### src/rtl/core/lgge_pkg.sv
package lgge_pkg;

  // Grid geometry
  localparam int MAX_ROWS  = 64;
  localparam int MAX_COLS  = 64;
  localparam int ROW_W     = $clog2(MAX_ROWS);
  localparam int ROW_CNT_W = $clog2(MAX_ROWS + 1);
  localparam int COL_W     = $clog2(MAX_COLS);
  localparam int COL_CNT_W = $clog2(MAX_COLS + 1);

  // Field and register widths
  localparam int CMD_W     = 2;
  localparam int POS_W     = 6;
  localparam int CFG_W     = 7;
  localparam int CFG_IDX_W = 1;
  localparam int NBR_W     = 4;

  localparam logic [CFG_W-1:0] ROWS_IN_USE_RESET = 7'd64;
  localparam logic [CFG_W-1:0] COLS_IN_USE_RESET = 7'd64;

  // B3/S23 neighbour counts
  localparam logic [NBR_W-1:0] LIFE_SURVIVE_MIN = 4'd2;
  localparam logic [NBR_W-1:0] LIFE_BIRTH       = 4'd3;

  typedef enum logic [CMD_W-1:0] {
    CMD_WRITE   = 2'd0,
    CMD_READ    = 2'd1,
    CMD_PEEK    = 2'd2,
    CMD_ADVANCE = 2'd3
  } lgge_cmd_t;

  typedef enum logic [CFG_IDX_W-1:0] {
    CFG_ROWS_IN_USE = 1'b0,
    CFG_COLS_IN_USE = 1'b1
  } lgge_cfg_idx_t;

  typedef enum logic [2:0] {
    ST_IDLE,
    ST_SEEK,
    ST_ADV_WAIT,
    ST_ADV_RUN,
    ST_DONE
  } lgge_state_t;

  typedef logic [MAX_COLS-1:0] lgge_row_t;

  typedef struct packed {
    lgge_cmd_t        cmd;
    logic [POS_W-1:0] row;
    logic [POS_W-1:0] col;
    logic             cell_value;
  } lgge_in_t;

  typedef struct packed {
    logic cell_state;
    logic in_range;
  } lgge_out_t;

  // Which of the three rows around the update row lie inside the active area
  typedef struct packed {
    logic up_live;
    logic mid_live;
    logic down_live;
  } lgge_upd_ctrl_t;

endpackage

### src/rtl/core/lgge_row_cell.sv
module lgge_row_cell (
  input  logic                clk,
  input  logic                rst_n,
  input  lgge_pkg::lgge_row_t row_in,
  output lgge_pkg::lgge_row_t row_out
);
  import lgge_pkg::*;

  lgge_row_t row_r;

  // Take the neighbour's row on every clock; reset kills every cell
  always_ff @(posedge clk) begin
    if (!rst_n) begin
      row_r <= '0;
    end else begin
      row_r <= row_in;
    end
  end

  assign row_out = row_r;

endmodule

### config.mk
export PLATFORM = sky130hd
export DESIGN_NAME = lgge_row_cell
export DESIGN_NICKNAME = d
export VERILOG_FILES = /design/src/rtl/core/lgge_pkg.sv /design/src/rtl/core/lgge_row_cell.sv
export SDC_FILE = /design/constraint.sdc
export NUM_CORES = 1
export LEC_CHECK = 0
export ABC_AREA = 1
export BUFFER_PORTS_ARGS = -buffer_cell sky130_fd_sc_hd__buf_4
export CELL_PAD_IN_SITES_DETAIL_PLACEMENT = 1
export CELL_PAD_IN_SITES_GLOBAL_PLACEMENT = 1
export CORE_MARGIN = 2
export CORE_UTILIZATION = 25
export DETAILED_ROUTE_END_ITERATION = 16
export GPL_TIMING_DRIVEN = 0
export PLACE_DENSITY_LB_ADDON = 0.15
export SYNTH_ARGS = -nofsm -noshare
export SYNTH_HDL_FRONTEND = slang
export SYNTH_SLANG_ARGS = --single-unit
### constraint.sdc
create_clock -name clk -period 0.8 [get_ports clk]
set_clock_uncertainty 0.15 [all_clocks]
set_input_delay 0.16 -clock clk [delete_from_list [all_inputs] [get_ports clk]]
set_output_delay 0.16 -clock clk [all_outputs]
set_load 0.05 [all_outputs]
* Word level (Yosys, flattened, before mapping)
Cells that the tools add are included.
Word-level totals: register bits after elaboration 64, input port bits 66, output and inout port bits 64, word-level logic and storage cells 1

* Depth between registers and ports, before layout
depth after elaboration 0, mapped depth 4, depth with buffers taken out 2

* Worst setup path after synthesis
No wires, ideal clock.
path kind register to output, start point reg row_r[0] (netlist: row_out[0]), end point out row_out[0], data arrival time 587 ps, data required time 490 ps, slack -97 ps, stages on the path, launching flop included 1, buffers on the path 0, cell sequence dfxtp_1
RTL lines:
- from (decl) | RTL line lgge_row_cell.sv:9 | lgge_row_t row_r;
- from (signal assigned) | RTL line lgge_row_cell.sv:16 | row_r <= row_in;
- to (decl) | RTL line lgge_row_cell.sv:5 | output lgge_pkg::lgge_row_t row_out
No word-level cell between the ends.

* Final worst setup path
start point reg row_r[42] (netlist: row_out[42]), end point out row_out[42]
No word-level cell between the ends.

==> results by group <==
Pwr
  • Clk pwr share: 34.3%
  • VDD IR max: 0.000903 V
  • Pleak: 2.10 nW
  • Share of power burned in registers: 45.4%
  • Sw power: 2.17 mW
  • Power Dens Cells: 2110 mW/mm^2
  • Logic pwr share: 20.3%
  • Net switching fraction of the power: 28.2%
  • P_int: 5.54 mW

Placement
  • Cells after DPL: 426
  • Final HPWL DP: 3.53 mm
  • Worst slack at placement: 0.000884 ns
  • I/O Buffers: 128
  • GP Congestion: 0.643

Routing
  • ANT nets after route: 0
  • Met3 routed WL: 474 um
  • Met2 wire length: 2.64 mm
  • First drt pass iteration count: 4
  • Highest metal used: met4
  • Routed WL per cell: 11.3 um
  • Initial drt markers: 26
  • Vias: 1,649
  • Post-Route WL: 5.00 mm
  • M1 WL: 1.82 mm
  • Via density: 3.72
  • Drt drc: 0

Clock network
  • Total clock sinks: 64
  • H-tree depth: 3
  • CTS tree: done
  • Clk pin slew, worst setup/hold paths: 0.07 ns
  • Clock root buffer: clkbuf_8
  • Clock Tree Buf Depth: 2
  • Setup bufs post-CTS: 0
  • Cts bufs inserted: 9

Hold path
  • Hold Path End: row_out[34]
  • Min-delay worst type: input port to register
  • Hold Crit Start: row_in[34]
  • Hold depth: 3

Synth
  • Synth cell types: 4
  • Yosys reg bits: 64
  • Fraction of the mapped netlist area in simple logic gates: 13.1%
  • Largest area contributor in the netlist: dfxtp_1
  • Cells after synthesis: 199
  • Synth top cells by count: dfxtp_1 (64), inv_1 (64), nand2_1 (64)
  • Post-Synth Adder-Cell Area: 0%
  • Sequential share of the synthesized area: 69.6%
  • Number of synthesized flops with an enable pin: 0
  • Net Count, Synth: 265
  • Mapped cell area: 0.00184 mm^2
  • Compound-cell area share of the yosys netlist: 0%
  • Syn_area_per_cell: 9.25 um^2
  • YS warnings: 0
  • Share of the synthesized area in the top cell type: 69.6%
  • Combinational family with the most area after synthesis: buffers and inverters
  • Synth Flop Type: dfxtp_1
  • Synth top area cells: dfxtp_1 (70%), inv_1 (13%), nand2_1 (13%)
  • Ys async rst share: 0%
  • Post-synthesis mux area share: 0%
  • Post-Synth XOR/XNOR Area: 0%

Critical path
  • Worst Setup Start Kind: register
  • Crit-path slowest cell: dfxtp_2
  • Critical path data required time: 0.49 ns
  • CP bufs+invs: 1
  • Crit path DAT: 0.83 ns
  • Crit path kind: register to output port
  • Cells along the critical path: buf_8
  • CP max FO: 1
  • Worst path max stage delay: 0.35 ns
  • CP delay by family, top: flip-flops
  • Crit. End Element: output port

Final layout
  • Fill cells: 805
  • Area growth, synth to finish: 98.9%
  • Non-Filler Instances: 443
  • Share of layout cells above drive strength 1: 62.2%
  • Nets@finish: 405
  • Layout Utilization: 51.0%
  • ANT cells: 0
  • Max reg flops: 64

Status
  • Status: finished, violations left
  • Failing checks: negative hold slack, negative setup slack

STA
  • Final hold vios: 63
  • Worst-Margin Slew: 0.116 ns
  • Slew margin rel.: 92.3%
  • Fmax: 880 MHz
  • PnR worst setup slack: -0.336 ns
  • Crit path time final: 1.14 ns
  • # setup viols final: 65
  • Hold slack final: -0.146 ns
  • Setup TNS Final: -20.07 ns
  • Unrepaired setup endpoints after global routing: yes
  • Tcrit/Tclk final: 142%
  • Max-slew violations: 0

GRT
  • Grt ovf: 0
  • All-Layer GR Usage: 13.1%
  • Initial antenna violation count: 0
  • Largest net degree at the start of global routing: 12
  • Vias in the first global route: 1,732
  • First-pass GRT wire length: 8.10 mm

Floorplan
  • Row count: 31
  • Die Width: 89.8 um
  • Core Region: 0.00718 mm^2
  • Num ports: 130
  • Initial Utilization: 25.6%
  • Die Y: 89.8 um
  • Die area: 0.00806 mm^2

Job
  • Max Cap Viol: 0
final cells by class:
cell class	count	area [um^2]	share of cell area, %
well taps	99	124	3.38
plain buffers	7	78.8	2.15
flip-flops and latches	64	1360	37.2
repair buffers	129	1430	39.0
inverters	64	240	6.56
multi-input cells	64	240	6.56
clock buffers	10	128	3.49
clock inverters	6	60.1	1.64
power by group through the flow:
stage,Clock [mW],Combinational (mW),Sequential [mW]
floorplan,0,0.179,4.12
global placement,0,1.33,3.50
detailed placement,0,1.35,3.51
CTS,2.78,1.55,3.49
global route,2.94,1.65,3.52
finish,2.65,1.56,3.50
per-stage QoR:
step                      power [mW]  area [um^2]
final                           7.71         3660
after global routing            8.11         3660
after CTS                       7.82         3610
after detailed placement        4.86         3010
after global placement          4.83         3010
after floorplan                 4.30         1920
layer usage:
layer / track usage [%] / up-vias
met4: 4.62 / 0
met5: 0 / -
met1: 13.1 / 747
li1: - / 813
met3: 7.29 / 5
met2: 23.0 / 84
how the worst max path moves through the flow:
| stage | startpoint | end | slack [ns] | cells past startpoint |
|---|---|---|---|---|
| 6_report | row_out[42] | row_out[42] | -0.34 | 1 |
| 4_1_cts | row_out[38] | row_out[38] | -0.35 | 1 |
| 3_5_place_dp | rst_n | row_out[35] | 0.0009 | 4 |
| 3_3_place_gp | rst_n | row_out[7] | 0.008 | 4 |
| 2_1_floorplan | row_out[0] | row_out[0] | 0.04 | 0 |
| 5_1_grt | row_out[55] | row_out[55] | -0.39 | 1 |
logic make-up after synthesis:
group	after synthesis
buf+inv	71
flops	64
simple gates	64
cell usage in the layout, fill, tap and decap left out, drive strengths merged:
cell         instances
clkinv               3
buf                135
clkbuf              10
nand2               64
dfxtp               64
clkinvlp             2
bufinv               1
inv                 64
dlygate4sd3          1
timing repair:
item | in CTS | in global routing
setup endpoints to repair | 64 | 64
gates resized for setup | 110 | 12
gates cloned | 0 | 0
endpoints found under the hold margin | 64 | 64
Power figures use the tool's default switching activity.
