File: config.mk
export PLATFORM = sky130hd
export DESIGN_NAME = lgge_row_update
export DESIGN_NICKNAME = d
export VERILOG_FILES = /design/src/rtl/core/lgge_pkg.sv /design/src/rtl/core/lgge_row_update.sv
export SDC_FILE = /design/constraint.sdc
export NUM_CORES = 1
export LEC_CHECK = 0
export BUFFER_PORTS_ARGS = -buffer_cell sky130_fd_sc_hd__buf_2
export CORE_MARGIN = 3
export CORE_UTILIZATION = 35
export DETAILED_ROUTE_END_ITERATION = 12
export GPL_TIMING_DRIVEN = 0
export PLACE_DENSITY = 0.55
export RECOVER_POWER = 50
export SLEW_MARGIN = 10
export SYNTH_ARGS = -nofsm -noshare
export SYNTH_HDL_FRONTEND = slang
export SYNTH_SLANG_ARGS = --single-unit
export TNS_END_PERCENT = 30
File: constraint.sdc
create_clock -name vclk -period 9.7
set_input_delay 0.485 -clock vclk [all_inputs]
set_output_delay 0.485 -clock vclk [all_outputs]
set_load 0.02 [all_outputs]
File: src/rtl/core/lgge_pkg.sv
package lgge_pkg;

  // Grid geometry
  localparam int MAX_ROWS  = 64;
  localparam int MAX_COLS  = 64;
  localparam int ROW_W     = $clog2(MAX_ROWS);
  localparam int ROW_CNT_W = $clog2(MAX_ROWS + 1);
  localparam int COL_W     = $clog2(MAX_COLS);
  localparam int COL_CNT_W = $clog2(MAX_COLS + 1);

  // Field and register widths
  localparam int CMD_W     = 2;
  localparam int POS_W     = 6;
  localparam int CFG_W     = 7;
  localparam int CFG_IDX_W = 1;
  localparam int NBR_W     = 4;

  localparam logic [CFG_W-1:0] ROWS_IN_USE_RESET = 7'd64;
  localparam logic [CFG_W-1:0] COLS_IN_USE_RESET = 7'd64;

  // B3/S23 neighbour counts
  localparam logic [NBR_W-1:0] LIFE_SURVIVE_MIN = 4'd2;
  localparam logic [NBR_W-1:0] LIFE_BIRTH       = 4'd3;

  typedef enum logic [CMD_W-1:0] {
    CMD_WRITE   = 2'd0,
    CMD_READ    = 2'd1,
    CMD_PEEK    = 2'd2,
    CMD_ADVANCE = 2'd3
  } lgge_cmd_t;

  typedef enum logic [CFG_IDX_W-1:0] {
    CFG_ROWS_IN_USE = 1'b0,
    CFG_COLS_IN_USE = 1'b1
  } lgge_cfg_idx_t;

  typedef enum logic [2:0] {
    ST_IDLE,
    ST_SEEK,
    ST_ADV_WAIT,
    ST_ADV_RUN,
    ST_DONE
  } lgge_state_t;

  typedef logic [MAX_COLS-1:0] lgge_row_t;

  typedef struct packed {
    lgge_cmd_t        cmd;
    logic [POS_W-1:0] row;
    logic [POS_W-1:0] col;
    logic             cell_value;
  } lgge_in_t;

  typedef struct packed {
    logic cell_state;
    logic in_range;
  } lgge_out_t;

  // Which of the three rows around the update row lie inside the active area
  typedef struct packed {
    logic up_live;
    logic mid_live;
    logic down_live;
  } lgge_upd_ctrl_t;

endpackage

File: src/rtl/core/lgge_row_update.sv
module lgge_row_update (
  input  lgge_pkg::lgge_row_t      up_row,
  input  lgge_pkg::lgge_row_t      mid_row,
  input  lgge_pkg::lgge_row_t      down_row,
  input  lgge_pkg::lgge_row_t      col_mask,
  input  lgge_pkg::lgge_upd_ctrl_t ctrl,
  output lgge_pkg::lgge_row_t      next_row
);
  import lgge_pkg::*;

  lgge_row_t              up_m;
  lgge_row_t              mid_m;
  lgge_row_t              dn_m;
  logic [MAX_COLS+1:0]    up_p;
  logic [MAX_COLS+1:0]    mid_p;
  logic [MAX_COLS+1:0]    dn_p;

  // Dead outside the active area, and dead beyond both grid edges
  assign up_m  = up_row   & col_mask & {MAX_COLS{ctrl.up_live}};
  assign mid_m = mid_row  & col_mask & {MAX_COLS{ctrl.mid_live}};
  assign dn_m  = down_row & col_mask & {MAX_COLS{ctrl.down_live}};
  assign up_p  = {1'b0, up_m, 1'b0};
  assign mid_p = {1'b0, mid_m, 1'b0};
  assign dn_p  = {1'b0, dn_m, 1'b0};

  for (genvar c = 0; c < MAX_COLS; c++) begin : g_col
    logic [NBR_W-1:0] nbr_cnt;
    logic             alive;

    assign nbr_cnt = NBR_W'(up_p[c]) + NBR_W'(up_p[c+1]) + NBR_W'(up_p[c+2])
                   + NBR_W'(mid_p[c]) + NBR_W'(mid_p[c+2])
                   + NBR_W'(dn_p[c]) + NBR_W'(dn_p[c+1]) + NBR_W'(dn_p[c+2]);
    assign alive = mid_m[c] ? (nbr_cnt == LIFE_SURVIVE_MIN || nbr_cnt == LIFE_BIRTH)
                            : (nbr_cnt == LIFE_BIRTH);
    // Hold stored bits of columns outside the area
    assign next_row[c] = col_mask[c] ? alive : mid_row[c];
  end

endmodule

After elaboration in Yosys (flattened, before gate mapping)
Cells that the tools add are included.

Output and inout bits: 64. Flip-flop bits (word level): 0. Logic and storage cells: 767.

Add/sub/neg operators: 441. Multiplexer cells: 128. Reductions and logical operators: 64. Bitwise gates (word level): 6. Eq/ne operators: 128.

Operator list (count): $add 4x1->4 (252); $eq 4x2->1 const B (128); $and 64x64->64 (6); $add 3x1->4 (63); $add 2x1->3 (63); $mux 1 (128); $add 1x1->2 (63); $logic_or 1x1->1 (64).

Longest topological paths before layout
Depth after elaboration: 13. Mapped depth: 13. Mapped depth without buffers: 12.

Least setup slack after synthesis
OpenSTA, ideal clock, no wires.

Path kind: input port to output port. From: input ctrl[2] in the netlist's numbering. To: output next_row[3]. Setup slack: 5.305 ns. Arrival time: 3.910 ns. Buffers on the path: 1. Stages: 13. Cells stage by stage: clkbuf_1 > and3_1 > inv_1 > fa_1 > fa_1 > inv_1 > fa_1 > ha_1 > fa_1 > nand4b_1 > a21oi_1 > a2bb2o_1 > o21ai_0.

Cells in the longest elaborated chain, start to end: 12. Elaborated cells between the ends (all ways): 13.

RTL lines: start, declared (RTL line lgge_row_update.sv:6) `input lgge_pkg::lgge_upd_ctrl_t ctrl,`; $and 64x64->64 * (RTL line lgge_row_update.sv:19) `assign up_m = up_row & col_mask & {MAX_COLS{ctrl.up_live}};`; $add 1x1->2 (RTL line lgge_row_update.sv:30) `assign nbr_cnt = NBR_W'(up_p[c]) + NBR_W'(up_p[c+1]) + NBR_W'(up_p[c+2])`; $add 2x1->3 * (RTL line lgge_row_update.sv:30); $add 3x1->4 * (RTL line lgge_row_update.sv:31) `+ NBR_W'(mid_p[c]) + NBR_W'(mid_p[c+2])`; $add 4x1->4 * (RTL line lgge_row_update.sv:31); $add 4x1->4 * (3 in series) (RTL line lgge_row_update.sv:32) `+ NBR_W'(dn_p[c]) + NBR_W'(dn_p[c+1]) + NBR_W'(dn_p[c+2]);`; $eq 4x2->1, on equally long branches (RTL line lgge_row_update.sv:33, lgge_row_update.sv:34); $logic_or 1x1->1 (RTL line lgge_row_update.sv:33) `assign alive = mid_m[c] ? (nbr_cnt == LIFE_SURVIVE_MIN || nbr_cnt == LIFE_BIRTH)`; $mux 1 * (RTL line lgge_row_update.sv:33); $mux 1 * (RTL line lgge_row_update.sv:36) `assign next_row[c] = col_mask[c] ? alive : mid_row[c];`; end, declared (RTL line lgge_row_update.sv:7) `output lgge_pkg::lgge_row_t next_row`.

Mark *: on every way between the ends. The rest lies on a longest branch, timed or not.

Final worst setup path
Ends and elaborated chain as after synthesis.

==> results.json <==
{
  "outcome": "complete, no violations",
  "regArea_um2": 0,
  "drive_above_1_share": 0.188,
  "endpoint": "next_row[3]",
  "period_minus_slack_ps": 5720,
  "synth-seq-area-share": 0,
  "finalCritPeriodShare": 0.589,
  "crit_arrival_ps": 5230,
  "layout_commonest_cell": "inv_1",
  "design.die.area_um2": 39700,
  "setup.worst_path.start_class": "primary input",
  "setup_viol": 0,
  "wire_per_inst_um": 16.6,
  "yosys-top-cells-area": "fa_1 (39%), ha_1 (18%), inv_1 (14%)",
  "synth_area_um2": 13100,
  "grt_pass1_wl_um": 61900,
  "syn_avg_cell_area_um2": 8.36,
  "drt_iter0_drc": 301,
  "first_global_vias": 12300,
  "grt-ovfl-total": 0,
  "mostFrequentLayoutCells": "inv_1 (491), buf_2 (297), fa_1 (252)",
  "final_cells": 2361,
  "num-nets-final": 2586,
  "cts_hold_buf": 0,
  "synthCells": 1564,
  "drtPass1Iterations": 5,
  "cts_resized": 0,
  "design.seq.count": 0,
  "port_buffers": 321,
  "tightest_slew_ps": 856,
  "ys_warn_count": 0,
  "pin_count": 323,
  "std_cell_rows": 70,
  "critPathKind": "primary input to output port",
  "postLayoutCoreUtil": 0.415,
  "globalplace.congestion": 0.882,
  "power.leakage_nw": 9.49,
  "vias_per_cell": 4.90,
  "drc": 0,
  "nClkBuffers": 0,
  "placed_cells": 2353,
  "wirelength_um": 39100,
  "synth_top_cell_by_area": "fa_1",
  "post-dp-hpwl_um": 35000,
  "synth_cell_types": 28,
  "chipWidth_um": 199,
  "postCtsSetupBuffers": 0,
  "drv_cap": 0,
  "synth_nets": 2263,
  "relSlewSlack": 0.429,
  "track_usage": 0.195,
  "ant_nets": 0,
  "die_h_um": 199,
  "rsz0062_at_grt": "false",
  "fmaxAchievable_mhz": 175,
  "end_kind": "output port",
  "fin_hold_ws_ps": 1300,
  "hold_path.class": "primary input to output port",
  "slew_violations": 0,
  "powerDensity_nw_per_um2": 48.4,
  "hold_path_depth": 3,
  "antenna_found_initial": 12,
  "vias": 11600,
  "synth_top_area_frac": 0.386,
  "crit_start": "ctrl[2]",
  "tns_ps": 0,
  "irDropWorstVdd_mv": 0.0230,
  "initial_core_util": 0.356,
  "syn_to_final_growth_pct": 16.6,
  "coreArea_um2": 36700,
  "cp_max_fo": 10,
  "grt_max_degree": 11,
  "cp.required_ps": 9220,
  "hold_viol": 0
}
==> cells by family (layout without fill, tap and decap cells) <==
kind of cell	after synthesis	after routing	share of synthesized area
AOI/OAI and AO/OA	227	227	0.128
buffers and inverters	515	836	0.151
adders and majority gates	440	440	0.566
and+or+nand+nor	382	382	0.155
other	0	8	0
==> final cells by class <==
type / instances / area [um^2]
fill: 3833 / 21500
multi-input combinational: 1049 / 11100
inverter: 491 / 1840
timing repair buffer: 321 / 1570
tap: 468 / 586
buffer: 24 / 138
antenna: 8 / 20.0
==> how the worst min path moves through the flow <==
stage / start / end / slack (ps)
2_1_floorplan: col_mask[22] / next_row[22] / 1050
3_3_place_gp: col_mask[27] / next_row[27] / 1290
3_5_place_dp: col_mask[27] / next_row[27] / 1290
4_1_cts: col_mask[27] / next_row[27] / 1290
5_1_grt: col_mask[28] / next_row[28] / 1320
6_report: col_mask[28] / next_row[28] / 1300
==> critical path, cell delays in order <==
cell and delay, ps:
clkbuf_1 530, clkbuf_1 710, and3_1 310, inv_1 90, fa_1 470, fa_1 550, inv_1 60, fa_1 480
ha_1 240, fa_1 520, nand4b_1 100, a21oi_1 120, a2bb2o_1 290, o21ai_0 60, buf_2 210
==> Yosys cell counts <==
| library cell | n |
|---|---|
| fa_1 | 252 |
| o21ai_0 | 52 |
| nand2_1 | 125 |
| a211oi_1 | 2 |
| o32ai_1 | 2 |
| ha_1 | 188 |
| buf_6 | 2 |
| o21ai_2 | 10 |
| clkbuf_2 | 3 |
| a31o_2 | 27 |
| a21oi_1 | 60 |
| and2_1 | 27 |
| a2bb2o_1 | 14 |
| a22oi_1 | 2 |
| clkbuf_1 | 6 |
| buf_4 | 5 |
| a22o_1 | 10 |
| nor3b_1 | 24 |
| a32o_1 | 10 |
| inv_1 | 491 |
| o22ai_1 | 1 |
| buf_2 | 8 |
| o211ai_1 | 27 |
| and3_1 | 71 |
| nand4b_1 | 24 |
| nand3_1 | 110 |
| nor2_1 | 1 |
| a2bb2o_4 | 10 |
==> power breakdown <==
part | internal [W] | switching (W) | leakage (nW)
Combinational | 0.000309 | 0.000430 | 9.49
Sequential | 0 | 0 | 0
Clock | 0.0000000000395 | 0 | 0.0000507
==> routing by layer <==
layer,GRT usage,vias up,share of wire
li1,-,5639,-
met4,0.0344,10,0.020
met5,0,-,0.0018
met3,0.0160,44,0.046
met1,0.269,5630,0.46
met2,0.341,247,0.48
==> stage by stage <==
stage | setup slack (ps) | total power, W | instance area, um^2
after floorplan | 5300 | 0.000503 | 13100
after CTS | 4140 | 0.000754 | 15300
after detailed placement | 4160 | 0.000747 | 15300
after global placement | 4180 | 0.000729 | 15300
final | 3980 | 0.000739 | 15200
after global routing | 3720 | 0.000854 | 15200
No activity file was read; power rests on OpenSTA's default activity.
